### config.mk
export PLATFORM = sky130hd
export DESIGN_NAME = seven_segment_mux_serial_driver
export DESIGN_NICKNAME = d
export VERILOG_FILES = /design/src/sv/ssmd_pkg.sv /design/src/sv/seven_segment_mux_serial_driver.sv /design/src/sv/ssmd_encoder.sv /design/src/sv/ssmd_serializer.sv
export SDC_FILE = /design/constraint.sdc
export NUM_CORES = 1
export LEC_CHECK = 0
export BUFFER_PORTS_ARGS = -buffer_cell sky130_fd_sc_hd__buf_4
export CORE_MARGIN = 1
export CORE_UTILIZATION = 55
export DETAILED_ROUTE_END_ITERATION = 10
export PLACE_DENSITY = 0.85
export SLEW_MARGIN = 10
export SYNTH_ARGS = -nofsm -noshare
export SYNTH_HDL_FRONTEND = slang
export SYNTH_SLANG_ARGS = --single-unit
### constraint.sdc
create_clock -name clock -period 5.65 [get_ports clock]
set_input_delay 1.13 -clock clock [delete_from_list [all_inputs] [get_ports clock]]
set_output_delay 1.13 -clock clock [all_outputs]
set_load 0.02 [all_outputs]
### src/sv/ssmd_pkg.sv
package ssmd_pkg;

   localparam int DigitCountDefault = 4;
   localparam int WordBits          = 16;
   localparam int BitNumBits        = 4;

   typedef logic [2:0]          op_type;
   typedef logic [7:0]          pattern_type;
   typedef logic [WordBits-1:0] word_type;

   localparam op_type OP_REFRESH = 3'd0;
   localparam op_type OP_STORE   = 3'd1;
   localparam op_type OP_CHAR    = 3'd2;
   localparam op_type OP_DECIMAL = 3'd3;
   localparam op_type OP_BYTE    = 3'd4;
   localparam op_type OP_GAUGE   = 3'd5;
   localparam op_type OP_CLEAR   = 3'd6;

   localparam pattern_type RESET_PATTERN   = 8'h20;
   localparam pattern_type UNKNOWN_PATTERN = 8'd182;
   localparam pattern_type BLANK_PATTERN   = 8'hFF;
   localparam pattern_type SEL_BASE        = 8'h10;

   // load request handed to the serializer
   typedef struct packed {
      logic     load;
      word_type word;
   } ser_load_type;

   function automatic pattern_type num_glyph(input logic [3:0] n);
      pattern_type g;
      case (n)
         4'd0:    g = 8'hFC;
         4'd1:    g = 8'h60;
         4'd2:    g = 8'hDA;
         4'd3:    g = 8'hF2;
         4'd4:    g = 8'h66;
         4'd5:    g = 8'hB6;
         4'd6:    g = 8'h3E;
         4'd7:    g = 8'hE0;
         4'd8:    g = 8'hFE;
         4'd9:    g = 8'hE6;
         default: g = 8'h00;
      endcase
      return g;
   endfunction

   function automatic pattern_type alpha_glyph(input logic [4:0] n);
      pattern_type g;
      case (n)
         5'd0:    g = 8'hEE;
         5'd1:    g = 8'hFE;
         5'd2:    g = 8'h9C;
         5'd3:    g = 8'hFC;
         5'd4:    g = 8'h9E;
         5'd5:    g = 8'h8E;
         5'd6:    g = 8'hBE;
         5'd7:    g = 8'h6E;
         5'd8:    g = 8'h0C;
         5'd9:    g = 8'h78;
         5'd10:   g = 8'h00;
         5'd11:   g = 8'h1C;
         5'd12:   g = 8'hEC;
         5'd13:   g = 8'h2E;
         5'd14:   g = 8'h3A;
         5'd15:   g = 8'hCE;
         5'd16:   g = 8'h3B;
         5'd17:   g = 8'hEE;
         5'd18:   g = 8'hB6;
         5'd19:   g = 8'h0E;
         5'd20:   g = 8'h7C;
         5'd21:   g = 8'h38;
         5'd22:   g = 8'h38;
         5'd23:   g = 8'h00;
         5'd24:   g = 8'h66;
         5'd25:   g = 8'hDA;
         default: g = 8'h00;
      endcase
      return g;
   endfunction

   function automatic pattern_type char_pattern(input logic [7:0] c);
      pattern_type p;
      logic [7:0]  off_num;
      logic [7:0]  off_low;
      logic [7:0]  off_up;
      off_num = c - 8'd48;
      off_low = c - 8'd97;
      off_up  = c - 8'd65;
      if (c inside {[8'd48:8'd57]})       p = ~num_glyph(off_num[3:0]);
      else if (c inside {[8'd97:8'd122]}) p = ~alpha_glyph(off_low[4:0]);
      else if (c inside {[8'd65:8'd90]})  p = ~alpha_glyph(off_up[4:0]);
      else if (c == 8'd45)                p = ~8'h02;
      else if (c == 8'd46)                p = ~8'h01;
      else if (c == 8'd95)                p = ~8'h10;
      else if (c == 8'd32)                p = BLANK_PATTERN;
      else                                p = UNKNOWN_PATTERN;
      return p;
   endfunction

   function automatic pattern_type gauge_pattern(input logic [7:0] v);
      pattern_type bar;
      if (v >= 8'd100)     bar = 8'hFC;
      else if (v >= 8'd85) bar = 8'h7C;
      else if (v >= 8'd68) bar = 8'h78;
      else if (v >= 8'd51) bar = 8'h70;
      else if (v >= 8'd35) bar = 8'h60;
      else if (v >= 8'd17) bar = 8'h40;
      else                 bar = 8'h00;
      return ~bar;
   endfunction

endpackage

### src/sv/seven_segment_mux_serial_driver.sv
// channel   ports                                       direction
// req       req_valid req_stall req_op                  in (stall out)
//           req_digit_index req_value
// rsp       rsp_valid rsp_stall rsp_serial_bit          out (stall in)
//           rsp_bit_number rsp_latch_after
//
// a write, refresh or clear transaction gives 16 results, one per cycle while rsp
// does not stall, counted out by the serializer's bit counter; store raw and op
// seven retire without waiting for the serializer and give nothing
// the next transaction is held in the input register while a word shifts out
// reset is synchronous: patterns go to 0x20, scan pointer to zero, no word pending
// a stall on rsp holds the current bit; req stalls only while the input register
// waits for the serializer
module seven_segment_mux_serial_driver
   import ssmd_pkg::*;
#(
   parameter int DIGIT_COUNT = DigitCountDefault
) (
   input  logic                  clock,
   input  logic                  reset,
   input  logic                  req_valid,
   output logic                  req_stall,
   input  logic [2:0]            req_op,
   input  logic [1:0]            req_digit_index,
   input  logic [7:0]            req_value,
   output logic                  rsp_valid,
   input  logic                  rsp_stall,
   output logic                  rsp_serial_bit,
   output logic [BitNumBits-1:0] rsp_bit_number,
   output logic                  rsp_latch_after
);

   localparam logic [1:0] LastDigit = 2'(DIGIT_COUNT - 1);

   logic        valid_ff, valid_in;
   op_type      op_ff, op_in;
   logic [1:0]  digit_ff, digit_in;
   logic [7:0]  value_ff, value_in;

   pattern_type patterns_ff [4];
   logic [1:0]  scan_ff, scan_in;

   pattern_type  new_pattern;
   logic         has_word;
   logic         writes_pattern;
   logic         advance;
   logic         can_load;
   ser_load_type load_req;
   logic [1:0]   sel_digit;
   pattern_type  sel_pattern;

   ssmd_encoder u_encoder (
      .op      (op_ff),
      .value   (value_ff),
      .pattern (new_pattern)
   );

   always_comb begin
      has_word       = 1'b0;
      writes_pattern = 1'b0;
      case (op_ff)
         OP_REFRESH: has_word = 1'b1;
         OP_STORE:   writes_pattern = 1'b1;
         OP_CHAR, OP_DECIMAL, OP_BYTE, OP_GAUGE: begin
            has_word       = 1'b1;
            writes_pattern = 1'b1;
         end
         OP_CLEAR:   has_word = 1'b1;
         default:    has_word = 1'b0;
      endcase
   end

   assign advance   = valid_ff && (!has_word || can_load);
   assign req_stall = valid_ff && !advance;

   always_comb begin
      if (op_ff == OP_REFRESH) begin
         sel_digit   = scan_ff;
         sel_pattern = patterns_ff[scan_ff];
      end else begin
         sel_digit   = digit_ff;
         sel_pattern = new_pattern;
      end
      load_req.load = advance && has_word;
      if (op_ff == OP_CLEAR) load_req.word = '0;
      else                   load_req.word = {SEL_BASE << sel_digit, sel_pattern};
   end

   always_comb begin
      valid_in = valid_ff;
      op_in    = op_ff;
      digit_in = digit_ff;
      value_in = value_ff;
      if (!req_stall) begin
         valid_in = req_valid;
         op_in    = req_op;
         digit_in = req_digit_index;
         value_in = req_value;
      end
      scan_in = scan_ff;
      if (advance && op_ff == OP_REFRESH)
         scan_in = (scan_ff >= LastDigit) ? 2'd0 : scan_ff + 2'd1;
   end

   always_ff @(posedge clock) begin
      if (reset) begin
         valid_ff <= 1'b0;
         scan_ff  <= '0;
         for (int i = 0; i < 4; i++) patterns_ff[i] <= RESET_PATTERN;
      end else begin
         valid_ff <= valid_in;
         scan_ff  <= scan_in;
         if (advance && writes_pattern) patterns_ff[digit_ff] <= new_pattern;
      end
      op_ff    <= op_in;
      digit_ff <= digit_in;
      value_ff <= value_in;
   end

   ssmd_serializer u_serializer (
      .clock           (clock),
      .reset           (reset),
      .load_req        (load_req),
      .can_load        (can_load),
      .rsp_valid       (rsp_valid),
      .rsp_stall       (rsp_stall),
      .rsp_serial_bit  (rsp_serial_bit),
      .rsp_bit_number  (rsp_bit_number),
      .rsp_latch_after (rsp_latch_after)
   );

   a_scan_in_range: assert property (@(posedge clock) disable iff (reset)
      scan_ff <= LastDigit)
      else $error("scan pointer beyond last digit");

   a_no_word_for_store: assert property (@(posedge clock) disable iff (reset)
      (valid_ff && op_ff == OP_STORE) |-> (advance && !load_req.load))
      else $error("store raw must retire at once without a word");

   a_refresh_steps_scan: assert property (@(posedge clock) disable iff (reset)
      (advance && op_ff == OP_REFRESH && scan_ff != LastDigit) |=>
         scan_ff == $past(scan_ff) + 2'd1)
      else $error("refresh did not step the scan pointer");

endmodule

### src/sv/ssmd_encoder.sv
module ssmd_encoder
   import ssmd_pkg::*;
(
   input  op_type      op,
   input  logic [7:0]  value,
   output pattern_type pattern
);

   logic [3:0] dec_clamped;

   assign dec_clamped = (value > 8'd9) ? 4'd9 : value[3:0];

   always_comb begin
      case (op)
         OP_CHAR:    pattern = char_pattern(value);
         OP_DECIMAL: pattern = ~num_glyph(dec_clamped);
         OP_GAUGE:   pattern = gauge_pattern(value);
         default:    pattern = value;
      endcase
   end

endmodule

### src/sv/ssmd_serializer.sv
module ssmd_serializer
   import ssmd_pkg::*;
(
   input  logic                  clock,
   input  logic                  reset,
   input  ser_load_type          load_req,
   output logic                  can_load,
   output logic                  rsp_valid,
   input  logic                  rsp_stall,
   output logic                  rsp_serial_bit,
   output logic [BitNumBits-1:0] rsp_bit_number,
   output logic                  rsp_latch_after
);

   localparam logic [BitNumBits-1:0] LastBit = BitNumBits'(WordBits - 1);

   logic                  busy_ff, busy_in;
   logic [BitNumBits-1:0] count_ff, count_in;
   word_type              word_ff, word_in;
   logic                  taken;
   logic                  last_taken;

   assign taken      = busy_ff && !rsp_stall;
   assign last_taken = taken && (count_ff == LastBit);
   assign can_load   = !busy_ff || last_taken;

   always_comb begin
      busy_in  = busy_ff;
      count_in = count_ff;
      word_in  = word_ff;
      if (load_req.load) begin
         busy_in  = 1'b1;
         count_in = '0;
         word_in  = load_req.word;
      end else if (last_taken) begin
         busy_in = 1'b0;
      end else if (taken) begin
         count_in = count_ff + 1'b1;
      end
   end

   always_ff @(posedge clock) begin
      if (reset) begin
         busy_ff  <= 1'b0;
         count_ff <= '0;
      end else begin
         busy_ff  <= busy_in;
         count_ff <= count_in;
      end
      word_ff <= word_in;
   end

   assign rsp_valid       = busy_ff;
   assign rsp_serial_bit  = word_ff[count_ff];
   assign rsp_bit_number  = count_ff;
   assign rsp_latch_after = (count_ff == LastBit);

   a_load_when_free: assert property (@(posedge clock) disable iff (reset)
      load_req.load |-> (!busy_ff || last_taken))
      else $error("serializer loaded while a word is still going out");

   a_load_starts_word: assert property (@(posedge clock) disable iff (reset)
      load_req.load |=> (busy_ff && count_ff == '0))
      else $error("load did not restart at bit zero");

   a_bit_advance: assert property (@(posedge clock) disable iff (reset)
      (taken && count_ff != LastBit && !load_req.load) |=>
         (busy_ff && count_ff == $past(count_ff) + 1'b1))
      else $error("bit counter failed to advance");

   a_hold_on_stall: assert property (@(posedge clock) disable iff (reset)
      (busy_ff && rsp_stall) |=> (busy_ff && $stable(count_ff)))
      else $error("bit position moved while stalled");

endmodule
Word-level counts from Yosys, hierarchy flattened
Memories as Yosys holds them, arrays and structs flattened. A register that Yosys moved wholly into a read port is not among the register bits.
Index checks and enable logic that the tools add are counted.
W data, S select, Z words.
{"block": "classes", "shifts": 1, "eq_ne": 11, "n_addsub": 5, "bitwise_logic": 6, "magnitude_cmp": 15, "n_reduce_logical": 23, "n_div": 0, "mul": 0, "n_mux": 45}
{"cell": "$mux W8", "count": 24}
{"cell": "$ge A8 B7 Y1 const B", "count": 5}
{"cell": "$not A8 Y8", "count": 5}
{"cell": "$eq A8 B6 Y1 const B", "count": 3}
{"cell": "$ge A8 B6 Y1 const B", "count": 3}
{"cell": "$pmux W8 S3", "count": 1}
{"cell": "$le A8 B7 Y1 const B", "count": 2}
{"cell": "$mux W7", "count": 2}
{"cell": "$mux W1", "count": 11}
{"cell": "$logic_and A1 B1 Y1", "count": 10}
{"cell": "$mux W2", "count": 5}
{"cell": "$sub A5 B1 Y5 const B", "count": 2}
{"cell": "$eq A3 B3 Y1 const B", "count": 3}
{"cell": "$eq A8 B7 Y1 const B", "count": 1}
{"cell": "$ge A8 B5 Y1 const B", "count": 1}
{"cell": "$gt A8 B4 Y1 const B", "count": 1}
{"cell": "$le A8 B6 Y1 const B", "count": 1}
{"cell": "$reduce_or A8 Y1", "count": 1}
{"cell": "$shl A5 B2 Y8 const A", "count": 1}
{"cell": "$eq A3 B2 Y1 const B", "count": 2}
{"cell": "$reduce_or A6 Y1", "count": 1}
{"cell": "$lt A4 B5 Y1 const B", "count": 1}
{"cell": "$reduce_or A5 Y1", "count": 1}
{"cell": "$add A4 B1 Y4 const B", "count": 1}
{"cell": "other kinds (14)", "count": 18}
{"block": "totals", "elab_cells": 119, "romBits": 736, "latchBits": 0, "output_inout_bits": 8, "memories": 5, "ff_bits": 37, "ramBits": 32}
{"memory": "(no name shown)", "words": 32, "word_bits": 8, "rd": 1, "rd_clocked_by_memory_dff": 0, "write_ports": 0, "line": "ssmd_pkg.sv:50", "source": "case (n)"}
{"memory": "(no name shown)", "words": 32, "word_bits": 8, "rd": 1, "rd_clocked_by_memory_dff": 0, "write_ports": 0, "line": "ssmd_pkg.sv:50"}
{"memory": "(no name shown)", "words": 16, "word_bits": 7, "rd": 1, "rd_clocked_by_memory_dff": 0, "write_ports": 0, "line": "ssmd_pkg.sv:32", "source": "case (n)"}
{"memory": "(no name shown)", "words": 16, "word_bits": 7, "rd": 1, "rd_clocked_by_memory_dff": 0, "write_ports": 0, "line": "ssmd_pkg.sv:32"}
{"memory": "patterns_ff", "words": 4, "word_bits": 8, "rd": 1, "rd_clocked_by_memory_dff": 1, "write_ports": 4, "line": "seven_segment_mux_serial_driver.sv:40", "source": "pattern_type patterns_ff [4];"}

Longest topological paths before layout
{"block": "logic_depth", "depth_word": 12, "ltp_mapped": 14, "ltp_nobuf": 12}

Modules after synthesis
Synthesis repeated with hierarchy kept, for this count alone.
{"block": "hier_totals", "cells_unflattened": 478, "area_unflattened_um2": 4660.7}
{"mod": "seven_segment_mux_serial_driver", "cells_each": 194, "area_each_um2": 2384.8, "instances": 1}
{"mod": "ssmd_encoder", "cells_each": 230, "area_each_um2": 1435.1, "instances": 1}
{"mod": "ssmd_serializer", "cells_each": 54, "area_each_um2": 840.8, "instances": 1}

Least setup slack after synthesis
No wires, ideal clock.
{"block": "synth_path", "path_kind": "register to register", "start": "register value_ff[1]", "end": "memory patterns_ff[0][6] (netlist name), data pin", "setup_time_ns": 0.265, "period_less_slack_ns": 3.658, "path_slack_ns": 1.992, "arrival_ns": 3.393, "required_time_ns": 5.385, "path_buffers": 2, "path_stages_with_launch": 15, "path_cell_list": "edfxtp_1 > clkbuf_1 > inv_1 > ha_1 > clkbuf_1 > nor3b_1 > nor4_2 > nand2_1 > ha_1 > inv_1 > a211o_1 > a311oi_1 > nor2_1 > nor3_2 > nor3b_1"}
{"item": "start, declared", "line": "seven_segment_mux_serial_driver.sv:38", "source": "logic [7:0] value_ff, value_in;"}
{"item": "start signal, assigned", "line": "seven_segment_mux_serial_driver.sv:117", "source": "value_ff <= value_in;"}
{"item": "end, declared", "line": "seven_segment_mux_serial_driver.sv:40"}

==> reports/qor.csv <==
metric,value,unit
TritonCTS clock tree,yes,
pwr dens,250,nW/µm²
Die ar.,9450,µm²
post-CTS sizing,0,
core area,8760,µm²
area of the multi-input gates,2730,µm²
RSZ-0062 raised after global routing,no,
antenna diode count,0,
Layout Nets,557,
vias per cell,6.79,
"Setup violations, final",0,
DP Area,5190,µm²
Synth Flop Type,edfxtp_1,
WL/cell,20.5,µm
GP Congestion,0.945,
register area share after synthesis,41.2,%
Final WS setup,1.43,ns
post-placement cell count,617,
Worst Reg2Reg Path Length in Cells,13,
required time of the critical path,5.74,ns
Max transition margin,21.0,%
Clock Sinks,74,
Final min period,4.22,ns
CTS hold repair buffers,0,
Worst Hold Class,reg -> reg,
"CP delay by family, top",simple AND/OR/NAND/NOR gates,
"commonest non-fill, non-tap cell in the layout",edfxtp_1,
synthesized cell area,4980,µm²
Final Instance Area,5410,µm²
number of flops mapped to enable cells by yosys,57,
Final Cycle Share,74.6,%
CTS H-Tree Depth,3,
YS warnings,0,
Crit Path Category,reg -> reg,
Worst-Margin Slew,1.18,ns
vias in the first global route,4128,
total vias in the final route,4297,
largest net degree at the start of global routing,38,
Bufs on Longest Clock Path,2,
"Area growth, synth to finish",8.51,%
Sequential Area,2050,µm²
# DRC,0,
max-capacitance violation count,0,
status,"complete, no violations",
DPL Wire Length,9090,µm
layout cell share with drive strength beyond 1,14.3,%
Syn Nets,551,
remaining antenna violation count,0,
fraction of registers with async set/reset,0,%
switching power,392,µW
hold_sp,u_serializer.rsp_bit_number[1],
crit path from,value_ff[1],
Worst EP arrival,4.31,ns
Reg-to-Reg Start,value_ff[1],
FP Rows,34,
grt ovf,0,
Post-CTS Setup Bufs,0,
total track usage,28.4,%
Combinational Power Share,18.3,%
DRT Wirelength,13000,µm
CP max stage delay,0.70,ns
"Reg clk slew, reported paths",0.08,ns
CP max-delay cell,ha_1,
die height,97.2,µm
"Clk Latency, worst-skew pair",0.36,ns
Filler Cell Count,714,
Sw Ratio,28.9,%
Clk pwr share,34.0,%
P_int,962,µW
first-pass GRT wire length,21300,µm
Hold Path Cell Cnt,2,
Root Driver,clkbuf_8,
Die Width,97.2,µm
Fmax achieved,237,MHz
Setup TNS,0,ns
DRT Pass-1 Iters,7,
VDD IR max,0.127,mV
Mapped Cells,514,
Post-Layout Cell Count,633,
port bufs,24,
CP Buf/Inv Count,3,
CP Capture Type,flip-flop,
skew final,0.0178,ns
initial antenna violation count,0,
Final Max Slew Viols,0,
CP Launch Type,flip-flop,
Crit Path Max Fanout,22,
cell depth of the worst setup path,13,
worst path cell trace,buf_4 > inv_1 > ha_1 > nor3b_1 > nor4_2 > nand2_1 > ha_1 > inv_1 > a211o_1 > a311oi_1 > nor2_1 > nor3_2 > nor3b_1,
sequential share of power,47.7,%
Ports,25,
Detailed Route Iter0 Violations,578,
Yosys cell types,78,
"commonest non-fill, non-tap cells in the layout","57 x edfxtp_1, 56 x nor2_1, 43 x a21oi_1",
Initial Utilization,56.9,%
hold violation total from the final report,0,
"FF+latch count, synth",74,
clock buffer count from CTS,9,
dpl ws,1.56,ns
Pleak,0.00201,µW
Mapped Avg Cell Area,9.70,µm²
[per-stage QoR]
stage	power [µW]	utilization, %	hold WS [ns]
6_report	1350	61.7	0.578
4_1_cts	1350	61.7	0.588
5_1_grt	1400	61.7	0.606
3_5_place_dp	897	59.2	0.577
2_1_floorplan	828	-	0.544
3_3_place_gp	889	59.2	0.563
[power by group through the flow]
stage               Sequential [µW]  Combinational, µW  Clock (µW)
floorplan                       641                187           0
global placement                654                235           0
detailed placement              656                240           0
CTS                             644                242         465
global route                    649                269         484
finish                          645                248         460
[layer usage]
layer,global-route usage (%),wire (µm),share of wire [%]
met1,38.2,5240,40
met2,46.2,6140,47
met3,3.96,1180,9.1
met4,12.2,449,3.5
met5,0,0,0
[Yosys cell counts, drive strengths merged, types with 6 or more instances]
| master | instances | area (µm²) |
|---|---|---|
| a211oi | 8 | 65.1 |
| a21oi | 43 | 215 |
| buf | 11 | 63.8 |
| clkbuf | 24 | 90.1 |
| dfxtp | 17 | 340 |
| edfxtp | 57 | 1710 |
| ha | 20 | 250 |
| inv | 13 | 48.8 |
| mux2i | 9 | 90.1 |
| mux4 | 11 | 248 |
| nand2 | 32 | 120 |
| nand2b | 14 | 87.6 |
| nand3 | 14 | 70.1 |
| nor2 | 56 | 210 |
| nor2b | 9 | 56.3 |
| nor3 | 21 | 115 |
| nor3b | 8 | 65.1 |
| o21a | 6 | 45.0 |
| o21ai | 29 | 145 |
| or4 | 6 | 48.8 |
[final timing paths]
check                                   endpoint  slack [ns]
hold reg to reg   u_serializer.rsp_bit_number[1]        0.58
setup reg to reg               patterns_ff[1][6]        1.43
setup / recovery               patterns_ff[1][6]        1.43
hold / removal    u_serializer.rsp_bit_number[1]        0.58
[final cells by class]
cell class / instances / share of cell area, %
tap: 108 / 2.50
clock inverter: 6 / 1.67
multi-input combinational: 391 / 50.4
inverter: 14 / 0.972
timing repair buffer: 30 / 4.16
clock buffer: 10 / 2.36
sequential: 74 / 37.9
[kinds of logic after synthesis]
logic type,Yosys count,synth area share (%)
simple gates,192,20.4
flops,74,41.2
xor+xnor,10,1.76
fa+ha+maj,20,5.02
buf+inv,49,4.14
mux,25,7.98
compound gates,144,19.6
[worst reg2reg max path, delay by kind of cell (launching register included)]
kind | cells | cell delay [ns]
AOI/OAI and AO/OA | 2 | 0.70
and+or+nand+nor | 6 | 1.39
DFF | 1 | 0.37
adders and majority gates | 2 | 1.03
buffers and inverters | 3 | 0.48
Power figures use the tool's default switching activity.
